### src/rtl/core/gbc_pkg.sv
`timescale 1ns / 1ps

package gbc_pkg;

    // Samples per warm-up tick
    localparam int TEMP_DIVIDE = 10;

    localparam int GYRO_W   = 24;
    localparam int BIAS_W   = 36;
    localparam int CFG_W    = 36;
    localparam int CFG_IDX_W = 3;
    localparam int DIV_CNT_W = $clog2(BIAS_W);

    localparam logic [CFG_IDX_W-1:0] CFG_STILL_GYRO_LIMIT  = 3'd0;
    localparam logic [CFG_IDX_W-1:0] CFG_ACCEL_SQ_LOW      = 3'd1;
    localparam logic [CFG_IDX_W-1:0] CFG_ACCEL_SQ_HIGH     = 3'd2;
    localparam logic [CFG_IDX_W-1:0] CFG_REST_COUNT_LIMIT  = 3'd3;
    localparam logic [CFG_IDX_W-1:0] CFG_BIAS_LPF_GAIN     = 3'd4;
    localparam logic [CFG_IDX_W-1:0] CFG_WARMUP_TICKS      = 3'd5;
    localparam logic [CFG_IDX_W-1:0] CFG_CALIB_SAMPLES     = 3'd6;
    localparam logic [CFG_IDX_W-1:0] CFG_YAW_TRIM          = 3'd7;

    typedef enum logic [1:0] {
        PHASE_WARMUP = 2'd0,
        PHASE_CALIB  = 2'd1,
        PHASE_RUN    = 2'd2
    } phase_t;

    typedef struct packed {
        logic signed [GYRO_W-1:0] gyro_x;
        logic signed [GYRO_W-1:0] gyro_y;
        logic signed [GYRO_W-1:0] gyro_z;
        logic signed [GYRO_W-1:0] accel_x;
        logic signed [GYRO_W-1:0] accel_y;
        logic signed [GYRO_W-1:0] accel_z;
        logic                     recal_button;
        logic                     switch_zero;
    } sample_t;

    typedef struct packed {
        logic signed [GYRO_W-1:0] rate_x;
        logic signed [GYRO_W-1:0] rate_y;
        logic signed [GYRO_W-1:0] rate_z;
        logic [1:0]               phase;
        logic                     rates_valid;
        logic                     at_rest;
    } result_t;

endpackage

### src/rtl/core/gbc_divider.sv
`timescale 1ns / 1ps

// Signed dividend by unsigned divisor, quotient truncated toward zero.
// Restoring division, one quotient bit per cycle.
module gbc_divider (
    input  logic                               clk,
    input  logic                               rst_n,
    input  logic                               start,
    input  logic signed [gbc_pkg::BIAS_W-1:0]  dividend,
    input  logic [12:0]                        divisor,
    output logic                               done,
    output logic signed [gbc_pkg::BIAS_W-1:0]  quotient
);
    import gbc_pkg::*;

    logic                  busy_reg;
    logic                  done_reg;
    logic                  neg_reg;
    logic [DIV_CNT_W-1:0]  count_reg;
    logic [BIAS_W-1:0]     work_reg;
    logic [12:0]           rem_reg;
    logic [12:0]           divisor_reg;
    logic [BIAS_W-1:0]     quot_reg;

    logic [BIAS_W-1:0]     mag;
    logic [13:0]           shifted;
    logic                  qbit;
    logic [12:0]           rem_next;
    logic [BIAS_W-1:0]     q_final;

    assign mag     = dividend[BIAS_W-1] ? (~dividend + 1'b1) : dividend;
    assign shifted = {rem_reg, work_reg[BIAS_W-1]};
    assign qbit    = (shifted >= {1'b0, divisor_reg});
    assign rem_next = qbit ? 13'(shifted - {1'b0, divisor_reg}) : shifted[12:0];
    assign q_final = {work_reg[BIAS_W-2:0], qbit};

    always_ff @(posedge clk or negedge rst_n)
    begin
        if (!rst_n)
        begin
            busy_reg  <= 1'b0;
            done_reg  <= 1'b0;
            count_reg <= '0;
        end
        else
        begin
            done_reg <= 1'b0;
            if (start)
            begin
                busy_reg  <= 1'b1;
                count_reg <= DIV_CNT_W'(BIAS_W - 1);
            end
            else if (busy_reg)
            begin
                count_reg <= count_reg - 1'b1;
                if (count_reg == '0)
                begin
                    busy_reg <= 1'b0;
                    done_reg <= 1'b1;
                end
            end
        end
    end

    always_ff @(posedge clk)
    begin
        if (start)
        begin
            neg_reg     <= dividend[BIAS_W-1];
            work_reg    <= mag;
            rem_reg     <= '0;
            divisor_reg <= divisor;
        end
        else if (busy_reg)
        begin
            work_reg <= q_final;
            rem_reg  <= rem_next;
            if (count_reg == '0)
                quot_reg <= neg_reg ? (~q_final + 1'b1) : q_final;
        end
    end

    assign done     = done_reg;
    assign quotient = quot_reg;

endmodule

### src/rtl/core/gyro_bias_calibrator.sv
// Channel   Direction  Handshake                    Payload
// sample    in         sample_valid / sample_ready  gbc_pkg::sample_t
// result    out        result_valid / result_ready  gbc_pkg::result_t
// cfg       in         cfg_we (no wait)             cfg_index, cfg_data
//
// The last calibrating item divides each axis sum in turn on the serial
// divider; the single shared 36x25 multiplier forms the accel squares and
// the bias low-pass of running items. Reset is asynchronous, active low;
// control state and config registers come up at defaults. A finished
// result waits in the output register; the next sample is taken meanwhile
// and stalls only at its own result write.
`timescale 1ns / 1ps

module gyro_bias_calibrator (
    input  logic                              clk,
    input  logic                              rst_n,
    input  logic                              sample_valid,
    output logic                              sample_ready,
    input  gbc_pkg::sample_t                  sample,
    output logic                              result_valid,
    input  logic                              result_ready,
    output gbc_pkg::result_t                  result,
    input  logic                              cfg_we,
    input  logic [gbc_pkg::CFG_IDX_W-1:0]     cfg_index,
    input  logic [gbc_pkg::CFG_W-1:0]         cfg_data
);
    import gbc_pkg::*;

    typedef enum logic [3:0] {
        S_IDLE,
        S_START,
        S_CALIB,
        S_DIV_START,
        S_DIV_WAIT,
        S_SQUARE,
        S_REST,
        S_LOWPASS,
        S_RATES,
        S_FINISH
    } state_t;

    // Configuration
    logic [22:0]        still_gyro_limit_reg;
    logic [35:0]        accel_sq_low_reg;
    logic [35:0]        accel_sq_high_reg;
    logic [9:0]         rest_limit_reg;
    logic [16:0]        bias_lpf_gain_reg;
    logic [9:0]         warmup_ticks_reg;
    logic [12:0]        calib_samples_reg;
    logic signed [23:0] yaw_trim_reg;

    // Control and state
    state_t             state_reg, state_next;
    phase_t             phase_reg, phase_next;
    logic               button_last_reg, button_last_next;
    logic [3:0]         decimate_reg, decimate_next;
    logic [10:0]        warmup_reg, warmup_next;
    logic [12:0]        calib_reg, calib_next;
    logic [9:0]         rest_count_reg, rest_count_next;
    logic signed [BIAS_W-1:0] bias_reg [3];
    logic signed [BIAS_W-1:0] bias_next [3];
    logic [1:0]         step_reg, step_next;
    logic [1:0]         axis_reg, axis_next;
    logic               run_reg, run_next;
    logic               at_rest_reg, at_rest_next;
    logic               result_valid_reg, result_valid_next;

    // Datapath
    sample_t            sample_reg, sample_next;
    logic signed [52:0] prod_reg;
    logic signed [52:0] acc_reg, acc_next;
    logic signed [37:0] diff_reg [3];
    logic signed [37:0] diff_next [3];
    result_t            result_reg, result_next;

    logic signed [GYRO_W-1:0] gyro_arr [3];
    logic signed [GYRO_W-1:0] accel_arr [3];

    logic signed [BIAS_W-1:0] mul_a;
    logic signed [24:0]       mul_b;
    logic signed [60:0]       mul_p;

    logic                     div_start;
    logic                     div_done;
    logic signed [BIAS_W-1:0] div_quot;
    logic [12:0]              div_eff;

    logic [16:0]        lpf_k;
    logic [16:0]        lpf_w;
    logic               gyro_ok;
    logic [23:0]        gyro_mag [3];

    function automatic logic signed [BIAS_W-1:0] sat36(input logic signed [BIAS_W:0] s);
        logic signed [BIAS_W-1:0] r;
        if (s[BIAS_W] != s[BIAS_W-1])
            r = s[BIAS_W] ? {1'b1, {(BIAS_W-1){1'b0}}} : {1'b0, {(BIAS_W-1){1'b1}}};
        else
            r = s[BIAS_W-1:0];
        return r;
    endfunction

    function automatic logic signed [GYRO_W-1:0] sat24(input logic signed [37:0] d);
        logic signed [GYRO_W-1:0] r;
        if (d > 38'sd8388607)
            r = 24'sh7FFFFF;
        else if (d < -38'sd8388608)
            r = 24'sh800000;
        else
            r = d[GYRO_W-1:0];
        return r;
    endfunction

    assign gyro_arr[0]  = sample_reg.gyro_x;
    assign gyro_arr[1]  = sample_reg.gyro_y;
    assign gyro_arr[2]  = sample_reg.gyro_z;
    assign accel_arr[0] = sample_reg.accel_x;
    assign accel_arr[1] = sample_reg.accel_y;
    assign accel_arr[2] = sample_reg.accel_z;

    assign lpf_k   = bias_lpf_gain_reg[16] ? 17'h10000 : bias_lpf_gain_reg;
    assign lpf_w   = 17'h10000 - lpf_k;
    assign div_eff = (calib_samples_reg == '0) ? 13'd1 : calib_samples_reg;

    always_comb
    begin
        for (int i = 0; i < 3; i++)
            gyro_mag[i] = gyro_arr[i][GYRO_W-1] ? (~gyro_arr[i] + 1'b1) : gyro_arr[i];
    end

    assign gyro_ok = (gyro_mag[0] < {1'b0, still_gyro_limit_reg}) &&
                     (gyro_mag[1] < {1'b0, still_gyro_limit_reg}) &&
                     (gyro_mag[2] < {1'b0, still_gyro_limit_reg});

    // Shared multiplier operand select
    always_comb
    begin
        mul_a = '0;
        mul_b = '0;
        if (state_reg == S_SQUARE && step_reg != 2'd3)
        begin
            mul_a = {{12{accel_arr[step_reg][23]}}, accel_arr[step_reg]};
            mul_b = {accel_arr[step_reg][23], accel_arr[step_reg]};
        end
        else if (state_reg == S_LOWPASS && step_reg == 2'd0)
        begin
            mul_a = bias_reg[axis_reg];
            mul_b = {8'd0, lpf_w};
        end
        else if (state_reg == S_LOWPASS && step_reg == 2'd1)
        begin
            mul_a = {{12{gyro_arr[axis_reg][23]}}, gyro_arr[axis_reg]};
            mul_b = {8'd0, lpf_k};
        end
    end

    assign mul_p = mul_a * mul_b;

    assign div_start = (state_reg == S_DIV_START);

    gbc_divider u_divider (
        .clk      (clk),
        .rst_n    (rst_n),
        .start    (div_start),
        .dividend (bias_reg[axis_reg]),
        .divisor  (div_eff),
        .done     (div_done),
        .quotient (div_quot)
    );

    always_comb
    begin
        logic               restart;
        phase_t             phase_eff;
        logic [10:0]        warm_eff;
        logic [10:0]        warm_inc;
        logic [4:0]         dec_inc;
        logic [12:0]        calib_inc;
        logic               rest;
        logic signed [52:0] lp_sum;

        state_next        = state_reg;
        phase_next        = phase_reg;
        button_last_next  = button_last_reg;
        decimate_next     = decimate_reg;
        warmup_next       = warmup_reg;
        calib_next        = calib_reg;
        rest_count_next   = rest_count_reg;
        bias_next         = bias_reg;
        step_next         = step_reg;
        axis_next         = axis_reg;
        run_next          = run_reg;
        at_rest_next      = at_rest_reg;
        sample_next       = sample_reg;
        acc_next          = acc_reg;
        diff_next         = diff_reg;
        result_next       = result_reg;
        result_valid_next = result_valid_reg & ~result_ready;

        restart   = sample_reg.recal_button & ~button_last_reg & sample_reg.switch_zero;
        phase_eff = restart ? PHASE_WARMUP : phase_reg;
        warm_eff  = restart ? 11'd0 : warmup_reg;
        warm_inc  = (warm_eff == 11'h7FF) ? warm_eff : warm_eff + 11'd1;
        dec_inc   = {1'b0, decimate_reg} + 5'd1;
        calib_inc = (calib_reg == 13'h1FFF) ? calib_reg : calib_reg + 13'd1;
        rest      = gyro_ok && (acc_reg[47:0] > {12'd0, accel_sq_low_reg}) &&
                    (acc_reg[47:0] < {12'd0, accel_sq_high_reg});
        lp_sum    = acc_reg + prod_reg;

        unique case (state_reg)
            S_IDLE:
            begin
                if (sample_valid)
                begin
                    sample_next = sample;
                    state_next  = S_START;
                end
            end
            S_START:
            begin
                button_last_next = sample_reg.recal_button;
                decimate_next = (dec_inc >= 5'(TEMP_DIVIDE)) ? 4'd0 : dec_inc[3:0];
                run_next     = 1'b0;
                at_rest_next = 1'b0;
                if (restart)
                begin
                    phase_next      = PHASE_WARMUP;
                    warmup_next     = '0;
                    calib_next      = '0;
                    rest_count_next = '0;
                    for (int i = 0; i < 3; i++)
                        bias_next[i] = '0;
                end
                unique case (phase_eff)
                    PHASE_RUN:
                    begin
                        run_next   = 1'b1;
                        step_next  = 2'd0;
                        state_next = S_SQUARE;
                    end
                    PHASE_CALIB:
                        state_next = S_CALIB;
                    default:
                    begin
                        // Warm-up tick on the first sample of each decimation group
                        if (decimate_reg == '0)
                        begin
                            warmup_next = warm_inc;
                            if (warm_inc > {1'b0, warmup_ticks_reg})
                                phase_next = PHASE_CALIB;
                        end
                        state_next = S_FINISH;
                    end
                endcase
            end
            S_CALIB:
            begin
                for (int i = 0; i < 3; i++)
                    bias_next[i] = sat36({bias_reg[i][BIAS_W-1], bias_reg[i]} +
                                         {{13{gyro_arr[i][23]}}, gyro_arr[i]});
                calib_next = calib_inc;
                if (calib_inc >= div_eff)
                begin
                    axis_next  = 2'd0;
                    state_next = S_DIV_START;
                end
                else
                    state_next = S_FINISH;
            end
            S_DIV_START:
                state_next = S_DIV_WAIT;
            S_DIV_WAIT:
            begin
                if (div_done)
                begin
                    bias_next[axis_reg] = div_quot;
                    if (axis_reg == 2'd2)
                    begin
                        phase_next = PHASE_RUN;
                        state_next = S_FINISH;
                    end
                    else
                    begin
                        axis_next  = axis_reg + 2'd1;
                        state_next = S_DIV_START;
                    end
                end
            end
            S_SQUARE:
            begin
                // Squared accel norm: one product per cycle, summed in the cycle after
                if (step_reg == 2'd1)
                    acc_next = prod_reg;
                else if (step_reg != 2'd0)
                    acc_next = acc_reg + prod_reg;
                step_next = step_reg + 2'd1;
                if (step_reg == 2'd3)
                    state_next = S_REST;
            end
            S_REST:
            begin
                at_rest_next = rest;
                if (!rest)
                begin
                    rest_count_next = '0;
                    state_next      = S_RATES;
                end
                else if (rest_count_reg < rest_limit_reg)
                begin
                    rest_count_next = rest_count_reg + 10'd1;
                    state_next      = S_RATES;
                end
                else
                begin
                    axis_next  = 2'd0;
                    step_next  = 2'd0;
                    state_next = S_LOWPASS;
                end
            end
            S_LOWPASS:
            begin
                unique case (step_reg)
                    2'd0:
                    begin
                        acc_next  = 53'sd32768;
                        step_next = 2'd1;
                    end
                    2'd1:
                    begin
                        acc_next  = acc_reg + prod_reg;
                        step_next = 2'd2;
                    end
                    default:
                    begin
                        // Arithmetic shift gives the floor
                        bias_next[axis_reg] = lp_sum[51:16];
                        step_next = 2'd0;
                        if (axis_reg == 2'd2)
                            state_next = S_RATES;
                        else
                            axis_next = axis_reg + 2'd1;
                    end
                endcase
            end
            S_RATES:
            begin
                for (int i = 0; i < 3; i++)
                    diff_next[i] = {{14{gyro_arr[i][23]}}, gyro_arr[i]} -
                                   {{2{bias_reg[i][BIAS_W-1]}}, bias_reg[i]};
                diff_next[2] = diff_next[2] - {{14{yaw_trim_reg[23]}}, yaw_trim_reg};
                state_next = S_FINISH;
            end
            S_FINISH:
            begin
                // Hold until the output register is free
                if (!result_valid_reg || result_ready)
                begin
                    result_next.rate_x      = run_reg ? sat24(diff_reg[0]) : '0;
                    result_next.rate_y      = run_reg ? sat24(diff_reg[1]) : '0;
                    result_next.rate_z      = run_reg ? sat24(diff_reg[2]) : '0;
                    result_next.phase       = phase_reg;
                    result_next.rates_valid = run_reg;
                    result_next.at_rest     = at_rest_reg;
                    result_valid_next       = 1'b1;
                    state_next              = S_IDLE;
                end
            end
            default:
                state_next = S_IDLE;
        endcase
    end

    always_ff @(posedge clk or negedge rst_n)
    begin
        if (!rst_n)
        begin
            state_reg        <= S_IDLE;
            phase_reg        <= PHASE_WARMUP;
            button_last_reg  <= 1'b0;
            decimate_reg     <= '0;
            warmup_reg       <= '0;
            calib_reg        <= '0;
            rest_count_reg   <= '0;
            for (int i = 0; i < 3; i++)
                bias_reg[i] <= '0;
            step_reg         <= '0;
            axis_reg         <= '0;
            run_reg          <= 1'b0;
            at_rest_reg      <= 1'b0;
            result_valid_reg <= 1'b0;
        end
        else
        begin
            state_reg        <= state_next;
            phase_reg        <= phase_next;
            button_last_reg  <= button_last_next;
            decimate_reg     <= decimate_next;
            warmup_reg       <= warmup_next;
            calib_reg        <= calib_next;
            rest_count_reg   <= rest_count_next;
            bias_reg         <= bias_next;
            step_reg         <= step_next;
            axis_reg         <= axis_next;
            run_reg          <= run_next;
            at_rest_reg      <= at_rest_next;
            result_valid_reg <= result_valid_next;
        end
    end

    always_ff @(posedge clk)
    begin
        sample_reg <= sample_next;
        prod_reg   <= mul_p[52:0];
        acc_reg    <= acc_next;
        diff_reg   <= diff_next;
        result_reg <= result_next;
    end

    always_ff @(posedge clk or negedge rst_n)
    begin
        if (!rst_n)
        begin
            still_gyro_limit_reg  <= 23'd1311;
            accel_sq_low_reg      <= 36'd3635260339;
            accel_sq_high_reg     <= 36'd5009649854;
            rest_limit_reg        <= 10'd200;
            bias_lpf_gain_reg     <= 17'd655;
            warmup_ticks_reg      <= 10'd300;
            calib_samples_reg     <= 13'd1000;
            yaw_trim_reg          <= '0;
        end
        else if (cfg_we)
        begin
            unique case (cfg_index)
                CFG_STILL_GYRO_LIMIT:  still_gyro_limit_reg  <= cfg_data[22:0];
                CFG_ACCEL_SQ_LOW:      accel_sq_low_reg      <= cfg_data[35:0];
                CFG_ACCEL_SQ_HIGH:     accel_sq_high_reg     <= cfg_data[35:0];
                CFG_REST_COUNT_LIMIT:  rest_limit_reg        <= cfg_data[9:0];
                CFG_BIAS_LPF_GAIN:     bias_lpf_gain_reg     <= cfg_data[16:0];
                CFG_WARMUP_TICKS:      warmup_ticks_reg      <= cfg_data[9:0];
                CFG_CALIB_SAMPLES:     calib_samples_reg     <= cfg_data[12:0];
                CFG_YAW_TRIM:          yaw_trim_reg          <= cfg_data[23:0];
            endcase
        end
    end

    assign sample_ready = (state_reg == S_IDLE);
    assign result_valid = result_valid_reg;
    assign result       = result_reg;

endmodule

### config.mk
export PLATFORM = sky130hd
export DESIGN_NAME = gyro_bias_calibrator
export DESIGN_NICKNAME = d
export VERILOG_FILES = /design/src/rtl/core/gbc_pkg.sv /design/src/rtl/core/gbc_divider.sv /design/src/rtl/core/gyro_bias_calibrator.sv
export SDC_FILE = /design/constraint.sdc
export NUM_CORES = 2
export LEC_CHECK = 0
export BUFFER_PORTS_ARGS = -buffer_cell sky130_fd_sc_hd__buf_2
export CAP_MARGIN = 20
export CORE_AREA = 2 2 550 552
export DETAILED_ROUTE_END_ITERATION = 10
export DIE_AREA = 0 0 552 554
export GPL_ROUTABILITY_DRIVEN = 0
export HOLD_SLACK_MARGIN = 0.12
export RECOVER_POWER = 25
export SKIP_LAST_GASP = 1
export SYNTH_ARGS = -nofsm -noshare
export SYNTH_HDL_FRONTEND = slang
export SYNTH_SLANG_ARGS = --single-unit
### constraint.sdc
create_clock -name clk -period 32.9 [get_ports clk]
set_clock_uncertainty 0.15 [all_clocks]
set_input_delay 4.935 -clock clk [delete_from_list [all_inputs] [get_ports clk]]
set_output_delay 4.935 -clock clk [all_outputs]
set_load 0.01 [all_outputs]
==> key figures <==
Status
  – Outcome: finished, violations left
  – Failing checks: capacitance limit, slew limit

STA
  – Pins over their slew limit: 455
  – Setup TNS: 0 ns
  – Fin crit share: between 40 and 50%
  – Fin worst setup slack: 19.63 ns
  – Endpoints failing hold: 0
  – Final setup viols: 0
  – Max-slew headroom: -135.4%
  – Worst-Margin Slew: 3.531 ns
  – Peak Freq: 75.33 MHz
  – Tmin final: 13.27 ns
  – Unrepaired setup endpoints after global routing: false

Routing
  – DRT Pass-1 Iters: 7
  – Vias per inst: 5.156
  – Via count: 70470
  – ANT nets after route: 0
  – Top sig layer: met5
  – # DRC: 0
  – Post-Route WL: around 310000 um
  – M1 wire length: 128400 um
  – Wirelength per Cell: between 20 and 25 um
  – DRT iter0 DRCs: roughly 7600
  – Met2 wire length: 133800 um
  – Met3 WL: about 32000 um

Cells and area
  – Max reg flops: 112
  – Multi-input logic area: 55810 um^2
  – Layout cells sized above 1: roughly 8.6%
  – Register area: 23990 um^2
  – Fill cells: between 30000 and 40000
  – Area growth, synth to finish: 10.92%
  – Final #Nets: around 11000

Clock network
  – CTS Root Cell: clkbuf_16
  – CTS Buf Count: 99
  – H-tree Lvls: 3
  – Setup Fix Bufs, Post-CTS: 0
  – Clock transition at the registers of the reported paths: 0.06 ns
  – Clk buf depth: 3
  – Insertion delay of the later-clocked pin in the worst-skew pair: 0.79 ns
  – CTS resizes: 0
  – CTS tree: yes
  – Hold buffers post-CTS: 0
  – Clk sinks: roughly 870

Place
  – Post-DP HPWL: 244200 um
  – Port Buffer Count: 267
  – Post-place setup slack: 21.37 ns

Logic synthesis
  – Synth cell count leaders: 1396 x inv_1, 991 x nor2_1, 898 x nand2_1
  – Post-Syn Area: 86460 um^2
  – Count leader, synth: inv_1
  – Post-synth EDFFs: 472
  – Post-synth top area share: between 10% and 20%
  – Yosys reg bits: approximately 870
  – Synth cell types: between 100 and 150
  – Cell taking the most area after synthesis: fa_1
  – Top post-synthesis cells by area: fa_1 20%, edfxtp_1 16%, ha_1 9.2%, dfrtp_1 8.0%, inv_1 6.1%
  – Synthesized instance count: 9501
  – Yosys warning count: 0
  – Post-synthesis sequential area ratio: 27.74%
  – Async set or reset register ratio after synthesis: 38.56%
  – Main synth FF type: edfxtp_1
  – Syn nets: 11170
  – Mean post-synth cell area: ~9.1 um^2

Floorplanning
  – DIE WIDTH: 552 um
  – Core region area: 299300 um^2
  – Die area: 305800 um^2
  – Initial Util: slightly below 30%
  – I/O Pins: between 200 and 300
  – Die Ht: 554 um
  – Site row count: between 200 and 250

Power
  – Peak supply drop: about 0.000055 V
  – Pleak: 42.44 nW
  – Overall power: about 3.3 mW
  – Power Density: 34.14 nW/um^2

Global routing
  – GRT overflow: 0
  – Initial antenna violation count: 23
  – Vias in the first global route: ~70000
  – First-pass GRT wire length: 458500 um
  – GRT Overall Usage: 19.90%
  – Pin count of the biggest net entering global routing: 101

Worst setup path
  – Critical Path AT: between 10 and 15 ns
  – Crit Path Class: flop to flop
  – CP dominant cell by count: fa_1
  – CP max stage delay: 2.06 ns
  – CP startpoint kind: flop
  – CP max-delay cell: clkbuf_1
  – Maximum fanout along the worst path: 31
  – CP required: 33.38 ns
  – Crit. End Element: flop

Run
  – Max Cap Viol: 11

Min path
  – Hold Path Class: flop to flop
==> power by group <==
part,switching [mW],leakage [nW],internal [mW]
clock,0.520,1.60,0.639
combinational,0.464,32.1,0.323
sequential,0.0743,8.75,1.25
total,1.06,42.4,2.22
==> final cells by class <==
| type | count | share of cell area [%] |
|---|---|---|
| diodes | 13 | 0.03392 |
| multi-input cells | 6805 | 58.19 |
| inverters | 1400 | 5.480 |
| repair buffers | 430 | 2.637 |
| well taps | 3958 | 5.164 |
| flip-flops and latches | 874 | 25.02 |
| clock inverters | 63 | 0.6497 |
| clock buffers | 125 | 2.826 |
==> per-layer routing <==
metal  track usage [%]  up-vias
li1                  -    31950
met1             26.40    34540
met2             30.45     3323
met3             5.075      655
met4             8.769        6
met5                 0        -
==> through the flow <==
step | instances | cell area [um^2] | hold slack [ns] | util [%]
5_1_grt | 13660 | 95870 | 0.2955 | 32.04
3_5_place_dp | 13460 | 92570 | 0.3022 | 30.93
4_1_cts | 13650 | 95910 | 0.2856 | 32.05
6_report | 13670 | 95900 | 0.2890 | 32.04
2_1_floorplan | 9501 | 86460 | 0.2755 | -
3_3_place_gp | 13460 | 92570 | 0.2823 | 30.93
==> worst paths after layout <==
path,start,endpoint,slack (ns),cells past startpoint
min in group asynchronous,rst_n,accel_sq_low_reg[3]$_DFFE_PN0P_,4.10,1
setup / recovery,step_reg[0]$_DFFE_PN0P_,prod_reg[46]$_DFF_P_,19.63,34
hold / removal,at_rest_reg$_DFFE_PN0P_,result[0]$_DFFE_PP_,0.29,0
hold reg to reg,at_rest_reg$_DFFE_PN0P_,result[0]$_DFFE_PP_,0.29,0
max in group asynchronous,rst_n,bias_reg[40]$_DFFE_PN0P_,26.19,3
setup reg to reg,step_reg[0]$_DFFE_PN0P_,prod_reg[46]$_DFF_P_,19.63,34
==> critical path: cells and delay by family, from the launching register on <==
kind | cells | cell delay (ns)
compound gates | 8 | 1.91
xor+xnor | 1 | 0.14
fa+ha+maj | 9 | 4.75
buf+inv | 7 | 3.41
flops | 1 | 0.33
simple gates | 9 | 2.46
==> cells by family (layout without fill, tap and decap cells) <==
family,count (synthesis),after routing,synth area share [%]
AOI/OAI and AO/OA,2035,2035,15.06
xor gates and xnor gates,467,467,4.747
adders and majority gates,1478,1478,28.71
buffers and inverters,1822,2018,7.974
DFF,874,874,27.74
muxes,181,181,2.224
other,1,14,0.004337
and+or+nand+nor,2643,2643,13.54
==> placed cells by master, fill, tap and decap left out, types with 60 or more instances in the layout <==
master / n
a21o_1: 181
nand3_1: 95
xnor2_1: 367
nor2_1: 984
nand4_1: 71
nor3_1: 108
o21bai_1: 60
dfxtp_1: 65
o21ai_0: 545
clkbuf_16: 103
a21oi_1: 522
edfxtp_1: 472
ha_1: 633
o21a_1: 84
mux2i_1: 92
inv_1: 1396
nand2_1: 898
dfrtp_1: 273
xor2_1: 99
buf_4: 149
nor2b_1: 61
buf_2: 266
nand2b_1: 114
fa_1: 844
mux2_2: 89
(Power assumes the default switching activity.)
